===== config.mk =====
export PLATFORM = sky130hd
export DESIGN_NAME = integer_literal_parser_core
export DESIGN_NICKNAME = d
export VERILOG_FILES = /design/src/sv/ilp_pkg.sv /design/src/sv/ilp_front.sv /design/src/sv/ilp_queue.sv /design/src/sv/ilp_exec.sv /design/src/sv/integer_literal_parser_core.sv
export SDC_FILE = /design/constraint.sdc
export NUM_CORES = 1
export LEC_CHECK = 0
export ABC_AREA = 1
export BUFFER_PORTS_ARGS = -buffer_cell sky130_fd_sc_hd__clkbuf_2
export CORE_UTILIZATION = 40
export CTS_CLUSTER_DIAMETER = 100
export DETAILED_ROUTE_END_ITERATION = 8
export PLACE_DENSITY = 0.56
export SLEW_MARGIN = 0
export SYNTH_ARGS = -nofsm -noshare
export SYNTH_HDL_FRONTEND = slang
export SYNTH_SLANG_ARGS = --single-unit

===== constraint.sdc =====
create_clock -name clock -period 5.37 [get_ports clock]
set_input_delay 0.2685 -clock clock [delete_from_list [all_inputs] [get_ports clock]]
set_output_delay 0.2685 -clock clock [all_outputs]
set_load 0.01 [all_outputs]

===== src/sv/ilp_pkg.sv =====
`timescale 1ns / 1ps
// ============================================================================
// ilp_pkg
// Shared types and constants of the integer literal parser: channel payloads,
// the classified character that travels through the queue, and scan codes.
// ============================================================================
package ilp_pkg;

   localparam int ILP_VALUE_BITS  = 64;
   localparam int ILP_QUEUE_DEPTH = 4;

   // Character codes recognized by the lexer
   localparam logic [20:0] CHAR_QUOTE   = 21'h27;
   localparam logic [20:0] CHAR_ZERO    = 21'h30;
   localparam logic [20:0] CHAR_ONE     = 21'h31;
   localparam logic [20:0] CHAR_NINE    = 21'h39;
   localparam logic [20:0] CHAR_UP_A    = 21'h41;
   localparam logic [20:0] CHAR_UP_F    = 21'h46;
   localparam logic [20:0] CHAR_LO_A    = 21'h61;
   localparam logic [20:0] CHAR_LO_F    = 21'h66;
   localparam logic [20:0] CHAR_UP_B    = 21'h42;
   localparam logic [20:0] CHAR_LO_B    = 21'h62;
   localparam logic [20:0] CHAR_UP_X    = 21'h58;
   localparam logic [20:0] CHAR_LO_X    = 21'h78;
   localparam logic [20:0] CHAR_UP_U    = 21'h55;
   localparam logic [20:0] CHAR_LO_U    = 21'h75;
   localparam logic [20:0] CHAR_UP_L    = 21'h4C;
   localparam logic [20:0] CHAR_LO_L    = 21'h6C;
   localparam logic [20:0] CHAR_UP_Z    = 21'h5A;
   localparam logic [20:0] CHAR_LO_Z    = 21'h7A;
   localparam logic [3:0]  HEX_LETTER_OFFSET = 4'd9;

   typedef enum logic [3:0] {
      PH_START  = 4'd0,
      PH_ZERO   = 4'd1,
      PH_DIGITS = 4'd2,
      PH_SUF_U  = 4'd3,
      PH_SUF_L  = 4'd4,
      PH_SUF_L2 = 4'd5,
      PH_SUF_LU = 4'd6,
      PH_SUF_Z  = 4'd7,
      PH_SUF_ZU = 4'd8,
      PH_DONE   = 4'd9,
      PH_JUNK   = 4'd10
   } phase_type;

   typedef enum logic [1:0] {
      BASE_DEC = 2'd0,
      BASE_BIN = 2'd1,
      BASE_OCT = 2'd2,
      BASE_HEX = 2'd3
   } base_type;

   typedef enum logic [1:0] {
      STATUS_OK       = 2'd0,
      STATUS_LEAD_SEP = 2'd1,
      STATUS_TRAIL_SEP = 2'd2,
      STATUS_TRAILING = 2'd3
   } status_type;

   typedef struct packed {
      logic [20:0] char_code;
      logic        last_of_token;
   } req_type;

   typedef struct packed {
      logic [63:0] literal_value;
      logic [1:0]  number_base;
      logic        suffix_unsigned;
      logic        suffix_long;
      logic        suffix_long_long;
      logic        suffix_size;
      logic [1:0]  parse_status;
   } rsp_type;

   // One character after classification
   typedef struct packed {
      logic       last;
      logic       is_zero;
      logic       is_dec_lead;   // 1..9
      logic       is_quote;
      logic       is_b;
      logic       is_x;
      logic       is_u;
      logic       is_l;
      logic       is_z;
      logic       is_hex;        // any hex digit
      logic [3:0] digit;
   } char_class_type;

endpackage


===== src/sv/ilp_front.sv =====
`timescale 1ns / 1ps
// ============================================================================
// ilp_front
// Input stage: registers each incoming character and classifies it into
// digit / prefix / suffix / separator flags before it enters the queue.
// ============================================================================
module ilp_front (
   input  logic                    clock,
   input  logic                    reset,
   input  logic                    req_valid,
   output logic                    req_stall,
   input  ilp_pkg::req_type        req_payload,
   output logic                    push,
   output ilp_pkg::char_class_type push_item,
   input  logic                    queue_full
);
   import ilp_pkg::*;

   logic           front_valid_ff;
   char_class_type front_item_ff;
   char_class_type class_in;
   logic [20:0]    cc;

   always_comb begin
      cc = req_payload.char_code;
      class_in.last        = req_payload.last_of_token;
      class_in.is_zero     = (cc == CHAR_ZERO);
      class_in.is_dec_lead = (cc >= CHAR_ONE) && (cc <= CHAR_NINE);
      class_in.is_quote    = (cc == CHAR_QUOTE);
      class_in.is_b        = (cc == CHAR_LO_B) || (cc == CHAR_UP_B);
      class_in.is_x        = (cc == CHAR_LO_X) || (cc == CHAR_UP_X);
      class_in.is_u        = (cc == CHAR_LO_U) || (cc == CHAR_UP_U);
      class_in.is_l        = (cc == CHAR_LO_L) || (cc == CHAR_UP_L);
      class_in.is_z        = (cc == CHAR_LO_Z) || (cc == CHAR_UP_Z);
      if ((cc >= CHAR_ZERO) && (cc <= CHAR_NINE)) begin
         class_in.is_hex = 1'b1;
         class_in.digit  = cc[3:0];
      end else if (((cc >= CHAR_LO_A) && (cc <= CHAR_LO_F)) ||
                   ((cc >= CHAR_UP_A) && (cc <= CHAR_UP_F))) begin
         class_in.is_hex = 1'b1;
         class_in.digit  = cc[3:0] + HEX_LETTER_OFFSET;
      end else begin
         class_in.is_hex = 1'b0;
         class_in.digit  = 4'd0;
      end
   end

   assign push      = front_valid_ff && !queue_full;
   assign push_item = front_item_ff;
   assign req_stall = front_valid_ff && queue_full;

   always_ff @(posedge clock) begin
      if (reset) begin
         front_valid_ff <= 1'b0;
      end else if (!req_stall) begin
         front_valid_ff <= req_valid;
      end
   end

   always_ff @(posedge clock) begin
      if (req_valid && !req_stall) begin
         front_item_ff <= class_in;
      end
   end

endmodule


===== src/sv/ilp_queue.sv =====
`timescale 1ns / 1ps
// ============================================================================
// ilp_queue
// Short FIFO of classified characters between the front and the back.
// ============================================================================
module ilp_queue #(
   parameter int DEPTH = ilp_pkg::ILP_QUEUE_DEPTH
) (
   input  logic                    clock,
   input  logic                    reset,
   input  logic                    push,
   input  ilp_pkg::char_class_type push_item,
   output logic                    full,
   input  logic                    pop,
   output logic                    pop_valid,
   output ilp_pkg::char_class_type pop_item
);
   import ilp_pkg::*;

   localparam int PTR_W = (DEPTH > 1) ? $clog2(DEPTH) : 1;
   localparam int CNT_W = $clog2(DEPTH + 1);
   localparam logic [PTR_W-1:0] LAST_PTR = PTR_W'(DEPTH - 1);

   char_class_type     entries [DEPTH];
   logic [PTR_W-1:0]   wr_ptr_ff, rd_ptr_ff;
   logic [CNT_W-1:0]   count_ff;

   assign full      = (count_ff == CNT_W'(DEPTH));
   assign pop_valid = (count_ff != '0);
   assign pop_item  = entries[rd_ptr_ff];

   always_ff @(posedge clock) begin
      if (push) begin
         entries[wr_ptr_ff] <= push_item;
      end
   end

   always_ff @(posedge clock) begin
      if (reset) begin
         wr_ptr_ff <= '0;
         rd_ptr_ff <= '0;
         count_ff  <= '0;
      end else begin
         if (push) begin
            wr_ptr_ff <= (wr_ptr_ff == LAST_PTR) ? '0 : wr_ptr_ff + 1'b1;
         end
         if (pop) begin
            rd_ptr_ff <= (rd_ptr_ff == LAST_PTR) ? '0 : rd_ptr_ff + 1'b1;
         end
         if (push && !pop) begin
            count_ff <= count_ff + 1'b1;
         end else if (pop && !push) begin
            count_ff <= count_ff - 1'b1;
         end
      end
   end

   a_empty_ptrs_equal : assert property (@(posedge clock) disable iff (reset)
      (count_ff == '0) |-> (wr_ptr_ff == rd_ptr_ff))
      else $error("queue empty but pointers differ");

   a_no_underflow : assert property (@(posedge clock) disable iff (reset)
      pop |-> pop_valid)
      else $error("queue popped while empty");

endmodule


===== src/sv/ilp_exec.sv =====
`timescale 1ns / 1ps
// ============================================================================
// ilp_exec
// Back end: scan state machine, base detection, value accumulation, suffix
// grammar and the registered result stage.
// ============================================================================
module ilp_exec #(
   parameter int VALUE_BITS = ilp_pkg::ILP_VALUE_BITS
) (
   input  logic                    clock,
   input  logic                    reset,
   input  logic                    item_valid,
   input  ilp_pkg::char_class_type item,
   output logic                    pop,
   output logic                    rsp_valid,
   input  logic                    rsp_stall,
   output ilp_pkg::rsp_type        rsp_payload
);
   import ilp_pkg::*;

   typedef struct packed {
      logic u;
      logic l;
      logic ll;
      logic z;
   } sfx_type;

   typedef struct packed {
      phase_type phase;
      sfx_type   flags;
      logic      garbage;
   } sfx_step_type;

   // Suffix grammar: a phase that does not take the character hands it on.
   function automatic sfx_step_type suffix_step(phase_type ph, sfx_type f,
                                                char_class_type c);
      sfx_step_type r;
      logic         busy;
      r.phase   = ph;
      r.flags   = f;
      r.garbage = 1'b0;
      busy      = 1'b1;
      for (int i = 0; i < 6; i++) begin
         if (busy) begin
            case (r.phase)
               PH_SUF_U: begin
                  if (c.is_u) begin
                     r.flags.u = 1'b1;
                     busy = 1'b0;
                  end
                  r.phase = PH_SUF_L;
               end
               PH_SUF_L: begin
                  if (c.is_l) begin
                     r.flags.l = 1'b1;
                     r.phase = PH_SUF_L2;
                     busy = 1'b0;
                  end else begin
                     r.phase = PH_SUF_Z;
                  end
               end
               PH_SUF_L2: begin
                  if (c.is_l) begin
                     r.flags.l  = 1'b0;
                     r.flags.ll = 1'b1;
                     busy = 1'b0;
                  end
                  r.phase = PH_SUF_LU;
               end
               PH_SUF_LU: begin
                  if (c.is_u) begin
                     r.flags.u = 1'b1;
                     busy = 1'b0;
                  end
                  r.phase = PH_SUF_Z;
               end
               PH_SUF_Z: begin
                  if (c.is_z && !r.flags.l && !r.flags.ll) begin
                     r.flags.z = 1'b1;
                     r.phase = PH_SUF_ZU;
                  end else begin
                     r.phase   = PH_JUNK;
                     r.garbage = 1'b1;
                  end
                  busy = 1'b0;
               end
               PH_SUF_ZU: begin
                  if (c.is_u) begin
                     r.flags.u = 1'b1;
                     r.phase = PH_DONE;
                  end else begin
                     r.phase   = PH_JUNK;
                     r.garbage = 1'b1;
                  end
                  busy = 1'b0;
               end
               default: begin
                  r.phase   = PH_JUNK;
                  r.garbage = 1'b1;
                  busy = 1'b0;
               end
            endcase
         end
      end
      return r;
   endfunction

   function automatic logic digit_ok(base_type b, char_class_type c);
      logic ok;
      case (b)
         BASE_BIN: ok = c.is_hex && (c.digit <= 4'd1);
         BASE_OCT: ok = c.is_hex && (c.digit <= 4'd7);
         BASE_DEC: ok = c.is_hex && (c.digit <= 4'd9);
         default:  ok = c.is_hex;
      endcase
      return ok;
   endfunction

   // acc * radix as shifts, plus one add for decimal
   function automatic logic [VALUE_BITS-1:0] radix_mul(logic [VALUE_BITS-1:0] a,
                                                      base_type b);
      logic [VALUE_BITS-1:0] p;
      case (b)
         BASE_BIN: p = a << 1;
         BASE_OCT: p = a << 3;
         BASE_HEX: p = a << 4;
         default:  p = (a << 3) + (a << 1);
      endcase
      return p;
   endfunction

   phase_type             phase_ff, phase_in;
   logic [VALUE_BITS-1:0] acc_ff, acc_in;
   base_type              base_ff, base_in;
   sfx_type               sfx_ff, sfx_in;
   logic                  dsf_ff, dsf_in;
   logic                  lq_ff, lq_in;
   logic                  tq_ff, tq_in;
   logic                  garb_ff, garb_in;
   logic                  rsp_valid_ff;
   rsp_type               rsp_ff, rsp_in;

   logic                  run;
   base_type              run_base;
   logic                  suffix_go;
   phase_type             suffix_start;
   sfx_step_type          sfx_res;
   logic                  advance;

   assign advance = item_valid && (!rsp_valid_ff || !rsp_stall || !item.last);
   assign pop     = advance;

   always_comb begin
      phase_in     = phase_ff;
      acc_in       = acc_ff;
      base_in      = base_ff;
      sfx_in       = sfx_ff;
      dsf_in       = dsf_ff;
      lq_in        = lq_ff;
      tq_in        = tq_ff;
      garb_in      = garb_ff;
      run          = 1'b0;
      run_base     = base_ff;
      suffix_go    = 1'b0;
      suffix_start = phase_ff;
      sfx_res      = '0;

      case (phase_ff)
         PH_START: begin
            if (item.is_zero) begin
               phase_in = PH_ZERO;
            end else if (item.is_dec_lead) begin
               base_in  = BASE_DEC;
               dsf_in   = 1'b0;
               acc_in   = VALUE_BITS'(item.digit);
               phase_in = PH_DIGITS;
            end else begin
               phase_in = PH_JUNK;
               garb_in  = 1'b1;
            end
         end
         PH_ZERO: begin
            if (item.is_b) begin
               base_in  = BASE_BIN;
               phase_in = PH_DIGITS;
            end else if (item.is_x) begin
               base_in  = BASE_HEX;
               phase_in = PH_DIGITS;
            end else begin
               // the character after the leading zero starts an octal run
               base_in  = BASE_OCT;
               if (item.is_quote) begin
                  lq_in = 1'b1;
               end
               dsf_in   = 1'b0;
               phase_in = PH_DIGITS;
               run      = 1'b1;
               run_base = BASE_OCT;
            end
         end
         PH_DIGITS: begin
            run = 1'b1;
         end
         PH_JUNK: begin
         end
         PH_DONE: begin
            phase_in = PH_JUNK;
            garb_in  = 1'b1;
         end
         default: begin
            suffix_go = 1'b1;
         end
      endcase

      if (run) begin
         if (item.is_quote) begin
            if (dsf_in) begin
               lq_in = 1'b1;
            end
            dsf_in = 1'b0;
            tq_in  = 1'b1;
         end else if (digit_ok(run_base, item)) begin
            dsf_in = 1'b0;
            acc_in = radix_mul(acc_ff, run_base) + VALUE_BITS'(item.digit);
            tq_in  = 1'b0;
         end else begin
            suffix_go    = 1'b1;
            suffix_start = PH_SUF_U;
         end
      end

      if (suffix_go) begin
         sfx_res  = suffix_step(suffix_start, sfx_ff, item);
         phase_in = sfx_res.phase;
         sfx_in   = sfx_res.flags;
         garb_in  = garb_in | sfx_res.garbage;
      end

      rsp_in.literal_value    = 64'(acc_in);
      rsp_in.number_base      = (phase_in == PH_ZERO) ? BASE_OCT : base_in;
      rsp_in.suffix_unsigned  = sfx_in.u;
      rsp_in.suffix_long      = sfx_in.l;
      rsp_in.suffix_long_long = sfx_in.ll;
      rsp_in.suffix_size      = sfx_in.z;
      if (lq_in) begin
         rsp_in.parse_status = STATUS_LEAD_SEP;
      end else if (tq_in) begin
         rsp_in.parse_status = STATUS_TRAIL_SEP;
      end else if (garb_in) begin
         rsp_in.parse_status = STATUS_TRAILING;
      end else begin
         rsp_in.parse_status = STATUS_OK;
      end
   end

   always_ff @(posedge clock) begin
      if (reset || (advance && item.last)) begin
         phase_ff <= PH_START;
         acc_ff   <= '0;
         base_ff  <= BASE_DEC;
         sfx_ff   <= '0;
         dsf_ff   <= 1'b1;
         lq_ff    <= 1'b0;
         tq_ff    <= 1'b0;
         garb_ff  <= 1'b0;
      end else if (advance) begin
         phase_ff <= phase_in;
         acc_ff   <= acc_in;
         base_ff  <= base_in;
         sfx_ff   <= sfx_in;
         dsf_ff   <= dsf_in;
         lq_ff    <= lq_in;
         tq_ff    <= tq_in;
         garb_ff  <= garb_in;
      end
   end

   always_ff @(posedge clock) begin
      if (reset) begin
         rsp_valid_ff <= 1'b0;
      end else if (advance && item.last) begin
         rsp_valid_ff <= 1'b1;
      end else if (!rsp_stall) begin
         rsp_valid_ff <= 1'b0;
      end
   end

   always_ff @(posedge clock) begin
      if (advance && item.last) begin
         rsp_ff <= rsp_in;
      end
   end

   assign rsp_valid   = rsp_valid_ff;
   assign rsp_payload = rsp_ff;

   a_token_end_restarts : assert property (@(posedge clock) disable iff (reset)
      (advance && item.last) |=> (phase_ff == PH_START) && (acc_ff == '0))
      else $error("scan state not cleared after token end");

   a_long_exclusive : assert property (@(posedge clock) disable iff (reset)
      !(sfx_ff.l && sfx_ff.ll))
      else $error("l and ll suffix flags both set");

endmodule


===== src/sv/integer_literal_parser_core.sv =====
`timescale 1ns / 1ps
// ============================================================================
// integer_literal_parser_core
// Integer literal lexer: characters in, parsed value, base, suffix, status out.
// ============================================================================
// Usage:
//   req_* carries one token character per transaction (code point plus a
//   last-of-token mark). rsp_* carries one result transaction per token,
//   produced by the character marked last: value modulo 2^VALUE_BITS
//   (zero-extended to 64 bits), base, u/l/ll/z flags and parse status.
//   Both channels transfer when valid is high and stall is low.
//
//   Path: the last character's result reaches rsp_valid through the front
//   register, the queue write and then the result register when the queue
//   is empty. Throughput is one character per cycle while req_stall is low
//   and no held result stops a last character; the scan state machine and
//   its shift-and-add accumulator update once per character.
//
//   A stalled result is held in the output register while the back end keeps
//   consuming characters of the next token; only the next last character
//   waits. Once the queue fills (QUEUE_DEPTH entries) req_stall rises.
//
//   Reset (synchronous, active high) empties the queue, drops any pending
//   result and returns the scanner to token start.
// ============================================================================
module integer_literal_parser_core #(
   parameter int VALUE_BITS  = ilp_pkg::ILP_VALUE_BITS,
   parameter int QUEUE_DEPTH = ilp_pkg::ILP_QUEUE_DEPTH
) (
   input  logic             clock,
   input  logic             reset,
   input  logic             req_valid,
   output logic             req_stall,
   input  ilp_pkg::req_type req_payload,
   output logic             rsp_valid,
   input  logic             rsp_stall,
   output ilp_pkg::rsp_type rsp_payload
);
   import ilp_pkg::*;

   // front -> queue
   logic           push;
   char_class_type push_item;
   logic           queue_full;
   // queue -> back end
   logic           pop;
   logic           pop_valid;
   char_class_type pop_item;

   // Front: register and classify each incoming character
   ilp_front u_front (
      .clock       (clock),
      .reset       (reset),
      .req_valid   (req_valid),
      .req_stall   (req_stall),
      .req_payload (req_payload),
      .push        (push),
      .push_item   (push_item),
      .queue_full  (queue_full)
   );

   // Decoupling queue
   ilp_queue #(
      .DEPTH (QUEUE_DEPTH)
   ) u_queue (
      .clock     (clock),
      .reset     (reset),
      .push      (push),
      .push_item (push_item),
      .full      (queue_full),
      .pop       (pop),
      .pop_valid (pop_valid),
      .pop_item  (pop_item)
   );

   // Back end: scanner, accumulator and result register
   ilp_exec #(
      .VALUE_BITS (VALUE_BITS)
   ) u_exec (
      .clock       (clock),
      .reset       (reset),
      .item_valid  (pop_valid),
      .item        (pop_item),
      .pop         (pop),
      .rsp_valid   (rsp_valid),
      .rsp_stall   (rsp_stall),
      .rsp_payload (rsp_payload)
   );

endmodule


==> impl.org <==
** Die
- Floorplan die area :: 49000 µm²
- Measured along the y axis, the die boundary spans 221 µm.
- Initial Utilization :: 40.4%
- Die X-Extent :: 221 µm
- The region available for standard cell placement spans 47600 µm².
- Pin placement for this block handled 100 I/O pins.
- The floorplan has 80 rows.

** Clock tree
- Max clock buf depth :: 3
- For the worst-skew pair, the clock arrives at the later sink with an insertion delay of 0.54 ns.
- CTS clock-pin slew for the worst setup and hold paths :: 0.06 ns
- Resized cells post-CTS :: 0
- Clock tree from TritonCTS :: built
- CTS H-tree depth :: 1
- Counting every sink on the clock net gives 231.
- After clock tree synthesis, the setup repair step added 0 buffers.
- Clock Tree Root :: sky130_fd_sc_hd__clkbuf_16
- Cts-stage hold buffer count :: 3
- Inserted Clock Buffers :: 24

** Route
- Mean routed wirelength per cell :: 19.8 µm
- After detailed routing, the total wire length is 74900 µm.
- Iteration count of the initial detailed-routing pass :: 6
- DRC :: 0
- Number of nets with antenna violations after routing :: 0
- The detailed router finished its first iteration with 1626 violations.
- Mean number of vias per cell :: 5.32
- Via total after detailed routing :: 20.1k

** Logic synthesis
- Synthesized net count :: 3151
- Sequential cells were found to cover 31.4% of the synthesized design area.
- Yosys printed 0 warnings.
- Distinct cell type count of the synthesized netlist :: 59
- The synthesized design contains 231 register bits.
- Most used DFF post-synth :: sky130_fd_sc_hd__edfxtp_1
- A synthesized cell averages 6.32 µm².
- Post-Synthesis Cells :: 3049
- Number of enable-type register cells in the synthesized netlist :: 142
- Synth Cell Area :: 19300 µm²
- Asr flop ratio synth :: 0%

** Min path
- The worst hold path begins at req_valid.
- Worst min-delay path class :: primary input to register
- Number of stages on the worst hold path :: 3
- Min-Delay Endpoint :: u_front.front_valid_ff$_SDFFE_PP0N_

** Run
- The tool flagged a number of max-cap violations equal to 0.

** GRT
- The number of antenna violations at the first check in global routing came to 0.
- The number of global-route vias before repair is 19.2k.
- In the global route stage, overall resource usage came out at 30.2%.
- Total grt overflow :: 0
- Entering global routing, the biggest net connects 77 pins.
- Global-route wire length before repair :: 113000 µm

** Pwr
- Summed over all cells, the static leakage comes to 0.0104 µW.
- Power density over cell area :: 700 nW/µm²
- The worst-case IR drop observed on VDD is 476 µV.
- The design draws 14900 µW.

** Finish
- Summed area of non-filler cells in the final layout :: 21300 µm²
- Summing all multi-input logic gate instances after layout gives 10800 µm².
- Share of final-layout standard cells stronger than drive strength 1 :: 7.43%
- Registers take 6050 µm².
- Fillcell total :: 5094
- Post-synthesis to final-layout area growth :: 10.5%
- The net count of the finished layout is 3245.
- Once layout is complete, the cells apart from fillers number 3778.

** Timing
- Setup repair after global routing left no endpoint under its margin.
- The clock period could shrink to 4.46 ns.
- The final hold violation count came to 0.
- Part of the cycle the worst path needs :: 83.0%
- Tightest hold margin :: 0.0115 ns
- Slew headroom :: 41.2%
- The number of max-slew violations in the final report is 0.
- Based on the critical path, the design can be clocked at up to 0.224 GHz.
- Post-route setup TNS :: 0 ns
- Setup-violating endpoint count in the final report :: 0
- Between clock sinks in the finished design, the worst skew comes to 0.0122 ns.
- At the pin with the least slew margin, the transition time is 0.881 ns.

** Worst setup path
- Flop2flop setup slack :: 0.91 ns
- Worst-path cell chain :: ha_1, nand2_1, nand2_1, nand2_1, nand3_1, nand2_1, nand2_1, nand2_1, nand3_1, nand2_1, nand2_1, o21ai_0, nand2_1, nor2_1, nand3_1, nor2_1, nand4_1, xor2_1, nand2_1, nand2_1
- For this run, the slowest stage of the critical path takes 0.67 ns.
- The worst setup path is captured at a register.
- Start-to-end type of the worst setup path :: register to register
- Among the stages of the critical path, the cell type that occurs most often is sky130_fd_sc_hd__nand2_1.
- Worst EP required :: 5.65 ns
- The worst register-to-register path ends at u_exec.rsp_payload[66]$_DFFE_PP_.
- On the critical path, the stage with the largest delay is an instance of sky130_fd_sc_hd__dfxtp_1.
- Start of the worst register-to-register path :: u_exec.acc_ff[3]$_SDFFE_PP0P_
- Data on the critical path arrives at its endpoint at 4.74 ns.
- Maximum net fanout on the critical path :: 8
- The number of cells on the worst reg-to-reg path is 20.
- Worst Setup Start Kind :: register

** Placement
- In this run, placement finished with an instance count of 3729.
- Routability-driven placement finished with a final weighted congestion of 1.01.
- Count of input and output buffers :: 99
- Detailed placer's ending HPWL :: 60100 µm
- In this run the cell area measured after placement is 20500 µm².

** Run status
- The run finished with clean final reports.
[area by class of cell]
cell class,count,area share [%]
multi-input cells,2185,50.5
flip-flops and latches,231,28.4
inverters,564,9.96
repair buffers,137,3.76
well taps,615,3.62
clock buffers,26,2.96
clock inverters,18,0.729
diodes,2,0.0235
[synth_stat cells, types with 12 or more instances]
master	count	area share [%]
sky130_fd_sc_hd__xor2_1	47	2.1
sky130_fd_sc_hd__o211ai_1	35	1.4
sky130_fd_sc_hd__xnor2_1	12	0.55
sky130_fd_sc_hd__inv_2	13	0.25
sky130_fd_sc_hd__nor2_1	307	6.0
sky130_fd_sc_hd__clkbuf_1	36	0.70
sky130_fd_sc_hd__o22ai_1	26	0.84
sky130_fd_sc_hd__nor3_1	27	0.70
sky130_fd_sc_hd__a21oi_1	160	4.2
sky130_fd_sc_hd__buf_2	19	0.49
sky130_fd_sc_hd__nand3_1	174	4.5
sky130_fd_sc_hd__dfxtp_1	89	9.3
sky130_fd_sc_hd__o21ai_1	39	1.0
sky130_fd_sc_hd__inv_1	548	11
sky130_fd_sc_hd__edfxtp_1	142	22
sky130_fd_sc_hd__nand2_1	938	18
sky130_fd_sc_hd__nand4_1	63	2.0
sky130_fd_sc_hd__ha_1	73	4.7
sky130_fd_sc_hd__o221ai_1	12	0.55
sky130_fd_sc_hd__o21ai_0	170	4.4
[placed cells by master (no fill, tap or decap), types with 47 or more instances in the layout]
cell type / count
sky130_fd_sc_hd__nor2_1: 307
sky130_fd_sc_hd__ha_1: 73
sky130_fd_sc_hd__inv_1: 547
sky130_fd_sc_hd__xor2_1: 47
sky130_fd_sc_hd__o21ai_0: 170
sky130_fd_sc_hd__nand4_1: 63
sky130_fd_sc_hd__a21oi_1: 160
sky130_fd_sc_hd__nand3_1: 174
sky130_fd_sc_hd__nand2_1: 935
sky130_fd_sc_hd__edfxtp_1: 142
sky130_fd_sc_hd__clkbuf_2: 99
sky130_fd_sc_hd__dfxtp_1: 89
[through the flow]
step | utilization (%) | setup slack [ns]
after floorplan | - | 1.79
after global placement | 43.0 | 0.983
after detailed placement | 43.0 | 0.977
after CTS | 44.7 | 0.965
after global routing | 44.7 | 0.552
final | 44.7 | 0.914
[report_power, final]
group	total [µW]	leakage, µW	internal (µW)	switching, µW
Clock	1700	0.000372	950	746
Sequential	3480	0.00209	2710	772
Combinational	9720	0.00791	2780	6930
Total	14900	0.0104	6450	8450
[worst max path at each step]
stage,from,endpoint,slack [ns],depth (start not counted)
2_1_floorplan,register,u_exec.rsp_payload[58]$_DFFE_PP_,1.79,26
3_3_place_gp,register,u_exec.rsp_payload[67]$_DFFE_PP_,0.98,20
3_5_place_dp,register,u_exec.rsp_payload[67]$_DFFE_PP_,0.98,20
4_1_cts,register,u_exec.rsp_payload[67]$_DFFE_PP_,0.97,20
5_1_grt,register,u_exec.acc_ff[50]$_SDFFE_PP0P_,0.55,29
6_report,u_exec.acc_ff[3]$_SDFFE_PP0P_,u_exec.rsp_payload[66]$_DFFE_PP_,0.91,20
[state kept, by name, indices dropped and copies added (netlist names), 2 cells and up, named ones only]
register / cells
u_exec.rsp_payload: 72
u_exec.acc_ff: 64
u_queue.entries: 56
u_front.push_item: 14
u_exec.phase_ff: 4
u_exec.sfx_ff: 4
u_queue.count_ff: 3
u_exec.base_ff: 2
u_queue.rd_ptr_ff: 2
u_queue.wr_ptr_ff: 2
[per-layer routing]
layer | track usage [%] | share of wire, % | wire [µm]
met1 | 37.9 | 42 | 31400
met2 | 52.3 | 48 | 35900
met5 | 0 | 0 | 0
met3 | 3.84 | 6.3 | 4710
met4 | 11.9 | 4.0 | 2990
[critical path: cells and delay by family, from the launching register on]
family | cells | cell delay (ns)
DFF | 1 | 0.67
AOI/OAI and AO/OA | 1 | 0.51
xor gates and xnor gates | 1 | 0.20
and+or+nand+nor | 17 | 2.38
adders and majority gates | 1 | 0.41
[cell families (layout without fill, tap and decap cells)]
group,count (synthesis),in the layout,share of synthesized area (%)
AND/OR/NAND/NOR,1573,1573,34.3
buffers and inverters,633,745,12.8
AO/OA/AOI/OAI,477,477,13.8
flip-flops,231,231,31.4
adder cells (fa/ha/maj),76,76,5.06
XOR/XNOR,59,59,2.68
other,0,2,0
Power figures use the tool's default switching activity.
